<file path="src/sv/midi_receive_parser_assert.svh">
// Assertion macros for the MIDI receive parser.
// Included by the top level; no other dependencies.
`ifndef MIDI_RECEIVE_PARSER_ASSERT_SVH
`define MIDI_RECEIVE_PARSER_ASSERT_SVH

// same-cycle implication, disabled in reset
`define MRP_ASSERT_IMPL(lbl, clk, rstn, ante, cons, msg) \
    lbl: assert property (@(posedge clk) disable iff (!(rstn)) (ante) |-> (cons)) \
        else $error(msg);

// next-cycle implication, disabled in reset
`define MRP_ASSERT_NEXT(lbl, clk, rstn, ante, cons, msg) \
    lbl: assert property (@(posedge clk) disable iff (!(rstn)) (ante) |=> (cons)) \
        else $error(msg);

`endif

</file>
<file path="src/sv/mrp_pkg.sv">
// Types and constants shared by the MIDI receive parser modules.
// No dependencies.
`default_nettype none
package mrp_pkg;

    localparam logic [1:0] KIND_CHAN = 2'd0;
    localparam logic [1:0] KIND_CMD  = 2'd1;
    localparam logic [1:0] KIND_SET  = 2'd2;

    localparam logic [3:0] NIB_NOTE_OFF  = 4'h8;
    localparam logic [3:0] NIB_NOTE_ON   = 4'h9;
    localparam logic [3:0] NIB_POLY_AT   = 4'hA;
    localparam logic [3:0] NIB_CC        = 4'hB;
    localparam logic [3:0] NIB_PROGRAM   = 4'hC;
    localparam logic [3:0] NIB_CHAN_AT   = 4'hD;
    localparam logic [3:0] NIB_PITCH     = 4'hE;
    localparam logic [3:0] NIB_SYSTEM    = 4'hF;

    localparam logic [7:0] SYS_SELECT    = 8'hF3;
    localparam logic [7:0] SYS_SETTING   = 8'hF4;
    localparam logic [7:0] SYS_PREV      = 8'hF9;
    localparam logic [7:0] SYS_PAUSE     = 8'hFD;
    localparam logic [7:0] SYS_CODE_BASE = 8'hF6;

    localparam logic [7:0] CC_NRPN_MSB   = 8'd99;
    localparam logic [7:0] CC_NRPN_LSB   = 8'd98;
    localparam logic [7:0] CC_DATA_MSB   = 8'd6;
    localparam logic [7:0] CC_DATA_LSB   = 8'd38;
    localparam logic [7:0] NRPN_MSB_VAL  = 8'd96;
    localparam logic [7:0] NRPN_LSB_VAL  = 8'd101;

    localparam logic [2:0] CODE_VOLUME   = 3'd2;

    localparam logic [1:0] LEN_TWO       = 2'd2;
    localparam logic [1:0] LEN_THREE     = 2'd3;

    localparam logic [1:0] NRPN_IDLE     = 2'd0;
    localparam logic [1:0] NRPN_ADDR_MSB = 2'd1;
    localparam logic [1:0] NRPN_ADDR_LSB = 2'd2;
    localparam logic [1:0] NRPN_ARMED    = 2'd3;

    typedef struct packed {
        logic [1:0] kind;
        logic [7:0] status;
        logic [7:0] d1;
        logic [7:0] d2;
        logic [1:0] len;
        logic [2:0] code;
        logic [7:0] value;
        logic [1:0] sel;
    } event_t;

    typedef struct packed {
        logic [1:0] kind;
        logic [7:0] status;
        logic [7:0] first_data;
        logic [7:0] second_data;
        logic [1:0] len;
        logic [2:0] code;
        logic [7:0] value;
        logic [1:0] sel;
        logic       table_write;
        logic [7:0] table_index;
        logic [7:0] table_value;
    } result_t;

endpackage
`default_nettype wire

</file>
<file path="src/sv/mrp_front.sv">
// Front end: pending byte buffer, running status and message classification.
// Depends on mrp_pkg.
`default_nettype none
module mrp_front (
    input  wire logic           aclk,
    input  wire logic           aresetn,
    input  wire logic           accept,
    input  wire logic [7:0]     rx_byte,
    output mrp_pkg::event_t     ev,
    output logic                ev_valid
);

    logic [7:0] pend0_reg, pend1_reg, pend2_reg;
    logic [7:0] pend0_next, pend1_next, pend2_next;
    logic [1:0] cnt_reg, cnt_next;
    logic [7:0] last_reg, last_next;

    logic [1:0] cnt1;
    logic       rs;
    logic [7:0] cmd;
    logic [2:0] avail;
    logic [7:0] d1, d2;
    logic       clr;

    always_comb begin
        pend0_next = (cnt_reg == 2'd0) ? rx_byte : pend0_reg;
        pend1_next = (cnt_reg == 2'd1) ? rx_byte : pend1_reg;
        pend2_next = (cnt_reg == 2'd2) ? rx_byte : pend2_reg;
        cnt1       = cnt_reg + 2'd1;
        rs         = ~pend0_next[7];
        cmd        = rs ? last_reg : pend0_next;
        last_next  = (cmd[7:4] != mrp_pkg::NIB_SYSTEM) ? cmd : last_reg;
        avail      = {2'b00, rs} + {1'b0, cnt1};
        d1         = rs ? pend0_next : pend1_next;
        d2         = rs ? pend1_next : pend2_next;
        clr        = 1'b0;
        ev_valid   = 1'b0;
        ev         = '0;
        case (cmd[7:4])
            mrp_pkg::NIB_NOTE_OFF, mrp_pkg::NIB_NOTE_ON, mrp_pkg::NIB_POLY_AT,
            mrp_pkg::NIB_PITCH, mrp_pkg::NIB_CC: begin
                if (avail >= 3'd3) begin
                    clr       = 1'b1;
                    ev_valid  = 1'b1;
                    ev.kind   = mrp_pkg::KIND_CHAN;
                    ev.status = cmd;
                    ev.d1     = d1;
                    ev.d2     = d2;
                    ev.len    = mrp_pkg::LEN_THREE;
                end
            end
            mrp_pkg::NIB_PROGRAM, mrp_pkg::NIB_CHAN_AT: begin
                if (avail >= 3'd2) begin
                    clr       = 1'b1;
                    ev_valid  = 1'b1;
                    ev.kind   = mrp_pkg::KIND_CHAN;
                    ev.status = cmd;
                    ev.d1     = d1;
                    ev.len    = mrp_pkg::LEN_TWO;
                end
            end
            mrp_pkg::NIB_SYSTEM: begin
                if (cmd == mrp_pkg::SYS_SELECT || cmd == mrp_pkg::SYS_SETTING) begin
                    if (cnt1 == 2'd3) begin
                        clr = 1'b1;
                        if (cmd == mrp_pkg::SYS_SELECT) begin
                            if (pend1_next <= 8'd1) begin
                                ev_valid = 1'b1;
                                ev.kind  = mrp_pkg::KIND_CMD;
                                ev.code  = pend1_next[2:0];
                                ev.value = pend2_next;
                            end
                        end else if (pend1_next == 8'd0) begin
                            ev_valid = 1'b1;
                            ev.kind  = mrp_pkg::KIND_CMD;
                            ev.code  = mrp_pkg::CODE_VOLUME;
                            ev.value = pend2_next;
                        end else if (pend1_next <= 8'd3) begin
                            ev_valid = 1'b1;
                            ev.kind  = mrp_pkg::KIND_SET;
                            ev.sel   = pend1_next[1:0] - 2'd1;
                            ev.value = pend2_next;
                        end
                    end
                end else begin
                    clr = 1'b1;
                    if (cmd >= mrp_pkg::SYS_PREV && cmd <= mrp_pkg::SYS_PAUSE) begin
                        ev_valid = 1'b1;
                        ev.kind  = mrp_pkg::KIND_CMD;
                        ev.code  = 3'(cmd - mrp_pkg::SYS_CODE_BASE);
                    end
                end
            end
            default: begin
                clr = 1'b1;
            end
        endcase
        cnt_next = clr ? 2'd0 : cnt1;
    end

    always_ff @(posedge aclk) begin
        if (!aresetn) begin
            cnt_reg  <= 2'd0;
            last_reg <= 8'd0;
        end else if (accept) begin
            cnt_reg  <= cnt_next;
            last_reg <= last_next;
        end
    end

    always_ff @(posedge aclk) begin
        if (accept) begin
            pend0_reg <= pend0_next;
            pend1_reg <= pend1_next;
            pend2_reg <= pend2_next;
        end
    end

endmodule
`default_nettype wire

</file>
<file path="src/sv/mrp_queue.sv">
// Two-entry queue of classified events between front and back end.
// Depends on mrp_pkg.
`default_nettype none
module mrp_queue (
    input  wire logic            aclk,
    input  wire logic            aresetn,
    input  wire logic            push,
    input  wire mrp_pkg::event_t push_data,
    input  wire logic            pop,
    output logic                 full,
    output logic                 valid,
    output mrp_pkg::event_t      head
);

    mrp_pkg::event_t mem_reg [2];
    logic       wr_ptr_reg, rd_ptr_reg;
    logic [1:0] count_reg, count_next;

    assign full  = (count_reg == 2'd2);
    assign valid = (count_reg != 2'd0);
    assign head  = mem_reg[rd_ptr_reg];

    always_comb begin
        count_next = count_reg;
        if (push && !pop) begin
            count_next = count_reg + 2'd1;
        end else if (pop && !push) begin
            count_next = count_reg - 2'd1;
        end
    end

    always_ff @(posedge aclk) begin
        if (!aresetn) begin
            wr_ptr_reg <= 1'b0;
            rd_ptr_reg <= 1'b0;
            count_reg  <= 2'd0;
        end else begin
            count_reg <= count_next;
            if (push) begin
                wr_ptr_reg <= ~wr_ptr_reg;
            end
            if (pop) begin
                rd_ptr_reg <= ~rd_ptr_reg;
            end
        end
    end

    always_ff @(posedge aclk) begin
        if (push) begin
            mem_reg[wr_ptr_reg] <= push_data;
        end
    end

endmodule
`default_nettype wire

</file>
<file path="src/sv/mrp_back.sv">
// Back end: NRPN tracking, result formatting and the output register.
// Depends on mrp_pkg.
`default_nettype none
module mrp_back (
    input  wire logic            aclk,
    input  wire logic            aresetn,
    input  wire logic            q_valid,
    input  wire mrp_pkg::event_t q_head,
    output logic                 q_pop,
    input  wire logic            out_ready,
    output logic                 out_valid,
    output mrp_pkg::result_t     out_result
);

    logic [1:0]       stage_reg, stage_next;
    logic [7:0]       id_reg, id_next;
    logic             valid_reg;
    mrp_pkg::result_t res_reg, res_next;
    logic             is_cc;

    assign q_pop      = q_valid && (!valid_reg || out_ready);
    assign out_valid  = valid_reg;
    assign out_result = res_reg;

    always_comb begin
        stage_next           = stage_reg;
        id_next              = id_reg;
        res_next             = '0;
        res_next.kind        = q_head.kind;
        res_next.status      = q_head.status;
        res_next.first_data  = q_head.d1;
        res_next.second_data = q_head.d2;
        res_next.len         = q_head.len;
        res_next.code        = q_head.code;
        res_next.value       = q_head.value;
        res_next.sel         = q_head.sel;
        is_cc = (q_head.kind == mrp_pkg::KIND_CHAN) &&
                (q_head.status[7:4] == mrp_pkg::NIB_CC);
        if (is_cc) begin
            if (q_head.d1 == mrp_pkg::CC_NRPN_MSB) begin
                if (q_head.d2 == mrp_pkg::NRPN_MSB_VAL) begin
                    stage_next = mrp_pkg::NRPN_ADDR_MSB;
                end
            end else if (q_head.d1 == mrp_pkg::CC_NRPN_LSB) begin
                if (stage_reg == mrp_pkg::NRPN_ADDR_MSB &&
                    q_head.d2 == mrp_pkg::NRPN_LSB_VAL) begin
                    stage_next = mrp_pkg::NRPN_ADDR_LSB;
                end
            end else if (q_head.d1 == mrp_pkg::CC_DATA_MSB) begin
                if (stage_reg == mrp_pkg::NRPN_ADDR_LSB) begin
                    stage_next = mrp_pkg::NRPN_ARMED;
                    id_next    = q_head.d2;
                end
            end else if (q_head.d1 == mrp_pkg::CC_DATA_LSB) begin
                if (stage_reg == mrp_pkg::NRPN_ARMED) begin
                    res_next.table_write = 1'b1;
                    res_next.table_index = id_reg;
                    res_next.table_value = q_head.d2;
                end
            end
        end
    end

    always_ff @(posedge aclk) begin
        if (!aresetn) begin
            valid_reg <= 1'b0;
            stage_reg <= mrp_pkg::NRPN_IDLE;
        end else begin
            if (q_pop) begin
                valid_reg <= 1'b1;
                stage_reg <= stage_next;
            end else if (out_ready) begin
                valid_reg <= 1'b0;
            end
        end
    end

    always_ff @(posedge aclk) begin
        if (q_pop) begin
            res_reg <= res_next;
            id_reg  <= id_next;
        end
    end

endmodule
`default_nettype wire

</file>
<file path="src/sv/midi_receive_parser.sv">
// MIDI receive parser. Takes one serial MIDI byte per transfer on the s_ side and
// gives forwarded channel messages (running status filled in), remote commands,
// setting updates and NRPN table writes on the m_ side. The edge that accepts a
// message's last byte writes its event into the queue, from which it reaches
// m_tvalid through the output register. Sustained rate is one byte per cycle; a
// two-entry event queue and the output register absorb stalls on the m_ side,
// and s_tready drops only when that queue is full.
// Depends on mrp_pkg, mrp_front, mrp_queue, mrp_back and the assertion header.
`default_nettype none
`include "midi_receive_parser_assert.svh"
module midi_receive_parser (
    input  wire logic        aclk,
    input  wire logic        aresetn,
    input  wire logic        s_tvalid,
    output logic             s_tready,
    input  wire logic [7:0]  s_tdata,  // [7:0] rx_byte
    output logic             m_tvalid,
    input  wire logic        m_tready,
    // [7:0] msg_status, [15:8] msg_first_data, [23:16] msg_second_data,
    // [25:24] msg_length, [28:26] command_code, [36:29] value_byte,
    // [38:37] setting_select, [39] table_write, [47:40] table_index,
    // [55:48] table_value
    output logic [55:0]      m_tdata,
    output logic [1:0]       m_tuser   // [1:0] result_kind
);

    logic             s_accept;
    logic             ev_valid;
    mrp_pkg::event_t  ev;
    logic             q_full, q_valid, q_pop;
    mrp_pkg::event_t  q_head;
    mrp_pkg::result_t res;

    assign s_tready = !q_full;
    assign s_accept = s_tvalid && s_tready;

    mrp_front u_front (
        .aclk     (aclk),
        .aresetn  (aresetn),
        .accept   (s_accept),
        .rx_byte  (s_tdata),
        .ev       (ev),
        .ev_valid (ev_valid)
    );

    mrp_queue u_queue (
        .aclk      (aclk),
        .aresetn   (aresetn),
        .push      (s_accept && ev_valid),
        .push_data (ev),
        .pop       (q_pop),
        .full      (q_full),
        .valid     (q_valid),
        .head      (q_head)
    );

    mrp_back u_back (
        .aclk       (aclk),
        .aresetn    (aresetn),
        .q_valid    (q_valid),
        .q_head     (q_head),
        .q_pop      (q_pop),
        .out_ready  (m_tready),
        .out_valid  (m_tvalid),
        .out_result (res)
    );

    assign m_tuser = res.kind;
    assign m_tdata = {res.table_value, res.table_index, res.table_write, res.sel,
                      res.value, res.code, res.len, res.second_data,
                      res.first_data, res.status};

    `MRP_ASSERT_IMPL(a_chan_len, aclk, aresetn, m_tvalid && m_tuser == mrp_pkg::KIND_CHAN, m_tdata[25:24] == mrp_pkg::LEN_TWO || m_tdata[25:24] == mrp_pkg::LEN_THREE, "forwarded message with bad length")
    `MRP_ASSERT_IMPL(a_table_cc, aclk, aresetn, m_tvalid && m_tdata[39], m_tuser == mrp_pkg::KIND_CHAN && m_tdata[7:4] == mrp_pkg::NIB_CC && m_tdata[15:8] == mrp_pkg::CC_DATA_LSB, "table write not on control change 38")
    `MRP_ASSERT_NEXT(a_full_hold, aclk, aresetn, q_full && !q_pop, !s_tready, "queue full but input still ready")

endmodule
`default_nettype wire
</file>
<file path="config.mk">
export PLATFORM = sky130hd
export DESIGN_NAME = midi_receive_parser
export DESIGN_NICKNAME = d
export VERILOG_FILES = /design/src/sv/mrp_pkg.sv /design/src/sv/mrp_front.sv /design/src/sv/mrp_queue.sv /design/src/sv/mrp_back.sv /design/src/sv/midi_receive_parser.sv
export VERILOG_INCLUDE_DIRS = /design/src /design/src/sv
export SDC_FILE = /design/constraint.sdc
export NUM_CORES = 1
export LEC_CHECK = 0
export BUFFER_PORTS_ARGS = -buffer_cell sky130_fd_sc_hd__clkbuf_2
export CORE_MARGIN = 8
export CORE_UTILIZATION = 40
export CTS_BUF_LIST = sky130_fd_sc_hd__clkbuf_4 sky130_fd_sc_hd__clkbuf_8 sky130_fd_sc_hd__clkbuf_16
export DETAILED_ROUTE_END_ITERATION = 8
export PLACE_DENSITY = 0.65
export SLEW_MARGIN = 20
export SYNTH_ARGS = -nofsm -noshare
export SYNTH_HDL_FRONTEND = slang
export SYNTH_SLANG_ARGS = --single-unit
export TNS_END_PERCENT = 5
</file>
<file path="constraint.sdc">
create_clock -name aclk -period 7.52 [get_ports aclk]
set_input_delay 0.376 -clock aclk [delete_from_list [all_inputs] [get_ports aclk]]
set_output_delay 0.376 -clock aclk [all_outputs]
set_load 0.005 [all_outputs]
</file>
# Word-level counts from Yosys, hierarchy flattened
# Memory sizes are Yosys's and may differ from the RTL's. A register that Yosys moved wholly into a read port is not among the register bits.
# Index checks and enable logic that the tools add are counted.
word_totals:
  ff_bits: 107
  ramBits: 82
  in_bits: 12
  out_inout_bits: 60
  wordCells: 160
  n_memories: 1
memory_table:
  columns: ["name", "depth", "word_bits", "read_ports", "rd_ports_with_merged_regs", "write_ports", "line", "source"]
  rows:
  - ["u_queue.mem_reg", 2, 41, 1, 1, 1, "mrp_queue.sv:15", "mrp_pkg::event_t mem_reg [2];"]
classes:
  addsub: 6
  magnitude_cmp: 6
  n_eq_ne: 27
  muxes: 61
  bitwise: 8
  reduce_logical: 29
op_table:
  columns: ["operator", "n"]
  rows:
  - ["$mux 8", 8]
  - ["$eq 4x4->1 const B", 9]
  - ["$mux 2", 18]
  - ["$eq 8x7->1 const B", 4]
  - ["$pmux 16 s2", 1]
  - ["$mux 13", 2]
  - ["$mux 26", 1]
  - ["$mux 11", 2]
  - ["$mux 10", 2]
  - ["$mux 1", 19]
  - ["$mux 17", 1]
  - ["$eq 8x8->1 const B", 2]
  - ["$mux 16", 1]
  - ["$reduce_and 6->1", 2]
  - ["$eq 2x2->1 const B", 5]
  - ["$reduce_or 5->1", 2]
  - ["$eq 8x3->1 const B", 1]
  - ["$eq 8x6->1 const B", 1]
  - ["$ge 8x8->1 const B", 1]
  - ["$le 8x1->1 const B", 1]
  - ["$le 8x2->1 const B", 1]
  - ["$le 8x8->1 const B", 1]
  - ["$logic_and 1x1->1", 8]
  - ["$logic_not 8->1", 1]
  - ["22 further kinds", 43]

# Depth between registers and ports, before layout
depth:
  depth_word: 14
  mapped_depth: 15
  mapped_depth_nobuf: 13

# Modules after synthesis
# A second synthesis with hierarchy kept.
unflattened:
  hier_cells: 533
  hier_area_um2: 7997.7
modules_own_cells:
  columns: ["module", "n_inst", "cells_per_inst", "area_per_inst_um2", "seq_area_each_um2"]
  rows:
  - ["mrp_queue", 1, 150, 3180.6, 2562.5]
  - ["mrp_front", 1, 259, 2428.6, 920.9]
  - ["mrp_back", 1, 121, 2369.8, 2042.0]
  - ["midi_receive_parser", 1, 3, 18.8, 0.0]

# Worst setup path before layout
# Ideal clock, no wire load.
synth_path:
  path_kind: "register -> register"
  from: "register u_front.cnt_reg[0]"
  to: "memory u_queue.mem_reg[0][0] (netlist name), enable pin"
  setup_time_ps: 453
  t_arrival_ps: 4619
  required_ps: 7067
  slack_ps: 2448
  stages_incl_launch_ff: 12
  path_buffers: 2
  synth_period_minus_slack_ps: 5072
  cell_sequence: "dfxtp_1 > inv_1 > ha_1 > mux2i_2 > buf_6 > clkbuf_1 > ha_1 > inv_1 > ha_1 > or4_1 > o31a_1 > a21oi_1"
synth_between:
  elab_chain_len: 12
  word_cells_on_any_way: 43
  cone_classes: "add/sub: 2; order compare: 6; eq/ne: 12; mux: 15; bitwise: 1; reduce/logical: 7"
synth_lines:
  columns: ["item", "line", "source"]
  rows:
  - ["start, declared", "mrp_front.sv:15", "logic [1:0] cnt_reg, cnt_next;"]
  - ["start signal, assigned", "mrp_front.sv:106", "cnt_reg <= cnt_next;"]
  - ["$eq 2x1->1", "mrp_front.sv:27", "pend1_next = (cnt_reg == 2'd1) ? rx_byte : pend1_reg;"]
  - ["$mux 8", "mrp_front.sv:27", null]
  - ["$le 8x2->1", "mrp_front.sv:78", "end else if (pend1_next <= 8'd3) begin"]
  - ["$mux 1", "mrp_front.sv:78", null]
  - ["$mux 1", "mrp_front.sv:73", "end else if (pend1_next == 8'd0) begin"]
  - ["$mux 1", "mrp_front.sv:66", "if (cmd == mrp_pkg::SYS_SELECT) begin"]
  - ["$mux 1", "mrp_front.sv:64", "if (cnt1 == 2'd3) begin"]
  - ["$mux 1", "mrp_front.sv:63", "if (cmd == mrp_pkg::SYS_SELECT || cmd == mrp_pkg::SYS_SETTING) begin"]
  - ["$pmux 1 s3 (*)", "mrp_front.sv:39", "case (cmd[7:4])"]
  - ["$logic_and 1x1->1 (*)", "midi_receive_parser.sv:49", ".push (s_accept && ev_valid),"]
  - ["$mux 1 (*)", "mrp_queue.sv:49", "if (push) begin"]
  - ["$mux 1 (not written as such) (*)", "mrp_queue.sv:50", "mem_reg[wr_ptr_reg] <= push_data;"]
  - ["end, declared", "mrp_queue.sv:15", null]
# Every way passes the cells marked *; elsewhere a longest branch is shown, timed or not.

# Worst setup path in the final report
layout_path:
  from: "register u_front.cnt_reg[0]"
  to: "memory u_queue.mem_reg[1][10] (netlist name), enable pin"
# Same word-level chain as after synthesis.

==> metrics.cfg <==
[status]
status = completed

[logic_synthesis]
yosysWarnings = 0
ys_types = 65
synth_common_cells = edfxtp_1, nor2_1, mux2_2
synth_top_cell_by_area = edfxtp_1
synth_area_leaders = edfxtp_1, mux2_2, dfxtp_1
synth.avg_cell_area_um2 = 14.5
synth_ff_type = edfxtp_1
async_flop_share = 0
seq_area_frac_synth = 0.681
ys_ff_latch = 190
synthCells = 559
synth_top_area_frac = 0.636
synth_edf_count = 172
syn_nets = 582
yosysMostFrequentCell = edfxtp_1
syn_area_um2 = 8120

[power]
switching_power_mw = 1.06
p_sw_frac = 0.317
leakagePower_nw = 3.34
comb_power_share = 0.275
vdd_drop_max_v = 0.000162
seqPwrFrac = 0.475
power.clock.fraction = 0.250
power.density_nw_per_um2 = 361
p_int_mw = 2.30

[setup_path]
crit_fanout = 31
ff2ff_path_depth = 11
cp.depth = 11
cp_data_required_time_ns = 7.60
crit_chain = inv_1 > ha_1 > mux2i_2 > buf_4 > inv_2 > nor2_1 > or4_1 > nor3_1 > o211ai_1 > a21boi_4 > buf_4
cp_slowest_stage_delay_ns = 0.63
path_buf_inv = 4
crit_start = u_front.cnt_reg[0]
cp.arrival_ns = 4.75
slowest_stage = ha_1
worstSetupPathType = register to register
start_kind = register
endpoint = u_queue.mem_reg[1][10]
critPathTopFamily = buffers and inverters
cp_common_cell = buf_4
r2r_end = u_queue.mem_reg[1][10]
worst-r2r-setup-slack_ns = 2.85
r2r-start = u_front.cnt_reg[0]
critPathCaptureType = register

[layout]
layout-drive-gt1-share = 0.270
largest_reg_flops = 82
num_antenna_cells = 0
utilization = 0.464
final_nets = 655
areaGrowthSynthToFinish_pct = 14.8

[sta]
worst_hold_slack_ns = 0.325
hold_violations = 0
finalCritPeriodShare = 0.621
drv_slew = 0
rsz0062_at_grt = no
layout_setup_ws_ns = 2.85
worst_pin_slew_ns = 1.08
setup_tns_ns = 0
min_period_ns = 4.67
setup_viol = 0
fin_skew_ns = 0.00808
fmax_mhz = 214
slew-limit-headroom = 0.278

[placed_design]
io_buffers = 71
dp.final_hpwl_um = 12300
routabilityCongestion = 0.881
pre_cts_ws_ns = 2.86

[clocking]
cts_buffers = 17
cts-root-buf = clkbuf_16
clk_latency_ns = 0.43
cts_tree = yes
cts_hold_buf = 0
htree_levels = 4
cts.sinks = 190
cts_resized = 0
postCtsSetupBuffers = 0
cts_buffer_depth = 2
clk_pin_slew_ns = 0.07

[flow_run]
cap_viol_max_count = 0

[floorplan]
die_w_um = 158
io_pins = 72
rows = 52
die-height_um = 158
die_area_um2 = 25100
coreArea_um2 = 20100
start_util = 0.404

[global_routing]
grt_pass1_wl_um = 26600
grt_pass1_vias = 4790
antenna_found_initial = 0
grt_max_degree = 56
gr-total-overflow = 0
grt_usage = 0.141

[worst_hold_path]
holdPathStages = 4
holdCritPathClass = primary input to register

[routing]
route.detailed.drc = 0
finalWirelength_um = 17100
first_pass_iters = 5
viasPerCell = 5.24
drt_iter0_drc = 373
wl_per_cell_um = 18.7
vias = 4793
drtAntennaViolNets = 0

## through the flow
stage	power, mW	instance area (um^2)	instances
2_1_floorplan	2.23	8120	559
3_3_place_gp	2.52	8770	883
3_5_place_dp	2.55	8770	883
4_1_cts	3.39	9320	914
5_1_grt	3.54	9320	914
6_report	3.36	9320	914
## worst min-delay path, stage by stage
cell	delay (ns)
clkbuf_2	0.07
nor2b_1	0.06
nor3_1	0.13
nor2_1	0.06
## how the worst min path moves through the flow
stage	start	endpoint
after CTS	m_tready	u_back.out_valid
after global routing	m_tready	u_back.out_valid
after global placement	u_front.cnt_reg[0]	u_front.cnt_reg[0]
final	m_tready	u_back.out_valid
after detailed placement	u_queue.rd_ptr_reg	u_queue.rd_ptr_reg
after floorplan	u_front.cnt_reg[0]	u_front.cnt_reg[0]
## cell families (layout without fill, tap and decap cells)
family,Yosys count,after routing,share of synthesized area
XOR/XNOR,3,3,0.00324
adder cells (fa/ha/maj),11,11,0.0170
flip-flops,190,190,0.681
buffers and inverters,50,135,0.0261
AND/OR/NAND/NOR,161,161,0.107
AO/OA/AOI/OAI,78,78,0.0772
multiplexers,66,66,0.0891
## power by group through the flow
stage | clock network, mW | logic [mW] | registers (mW)
2_1_floorplan | 0 | 0.611 | 1.62
3_3_place_gp | 0 | 0.903 | 1.61
3_5_place_dp | 0 | 0.926 | 1.62
4_1_cts | 0.862 | 0.931 | 1.60
5_1_grt | 0.901 | 1.01 | 1.62
6_report | 0.840 | 0.924 | 1.60
## metal layers
metal / vias up / GRT usage / wire length, um
met5: - / 0 / 0
met4: 0 / 0.0480 / 228
met3: 15 / 0.0372 / 949
met2: 111 / 0.229 / 8340
met1: 2389 / 0.179 / 7610
li1: 2278 / - / -
## final cells by class
cell class	instances	area, um^2
fill	1794	10800
clock buffer	18	433
multi-input combinational	319	2410
clock inverter	13	116
timing repair buffer	76	393
tap	270	338
sequential	190	5530
inverter	28	105
## placed cells by master (no fill, tap or decap), types with 8 or more instances in the layout
master	count
a211oi_1	12
a21oi_1	17
and2_1	14
and3_1	8
clkbuf_16	17
clkbuf_2	71
dfxtp_1	17
edfxtp_1	172
ha_1	11
inv_1	26
mux2_2	47
mux2i_1	18
nand2_1	26
nor2_1	54
nor3_1	11
No activity file was read; power rests on OpenSTA's default activity.
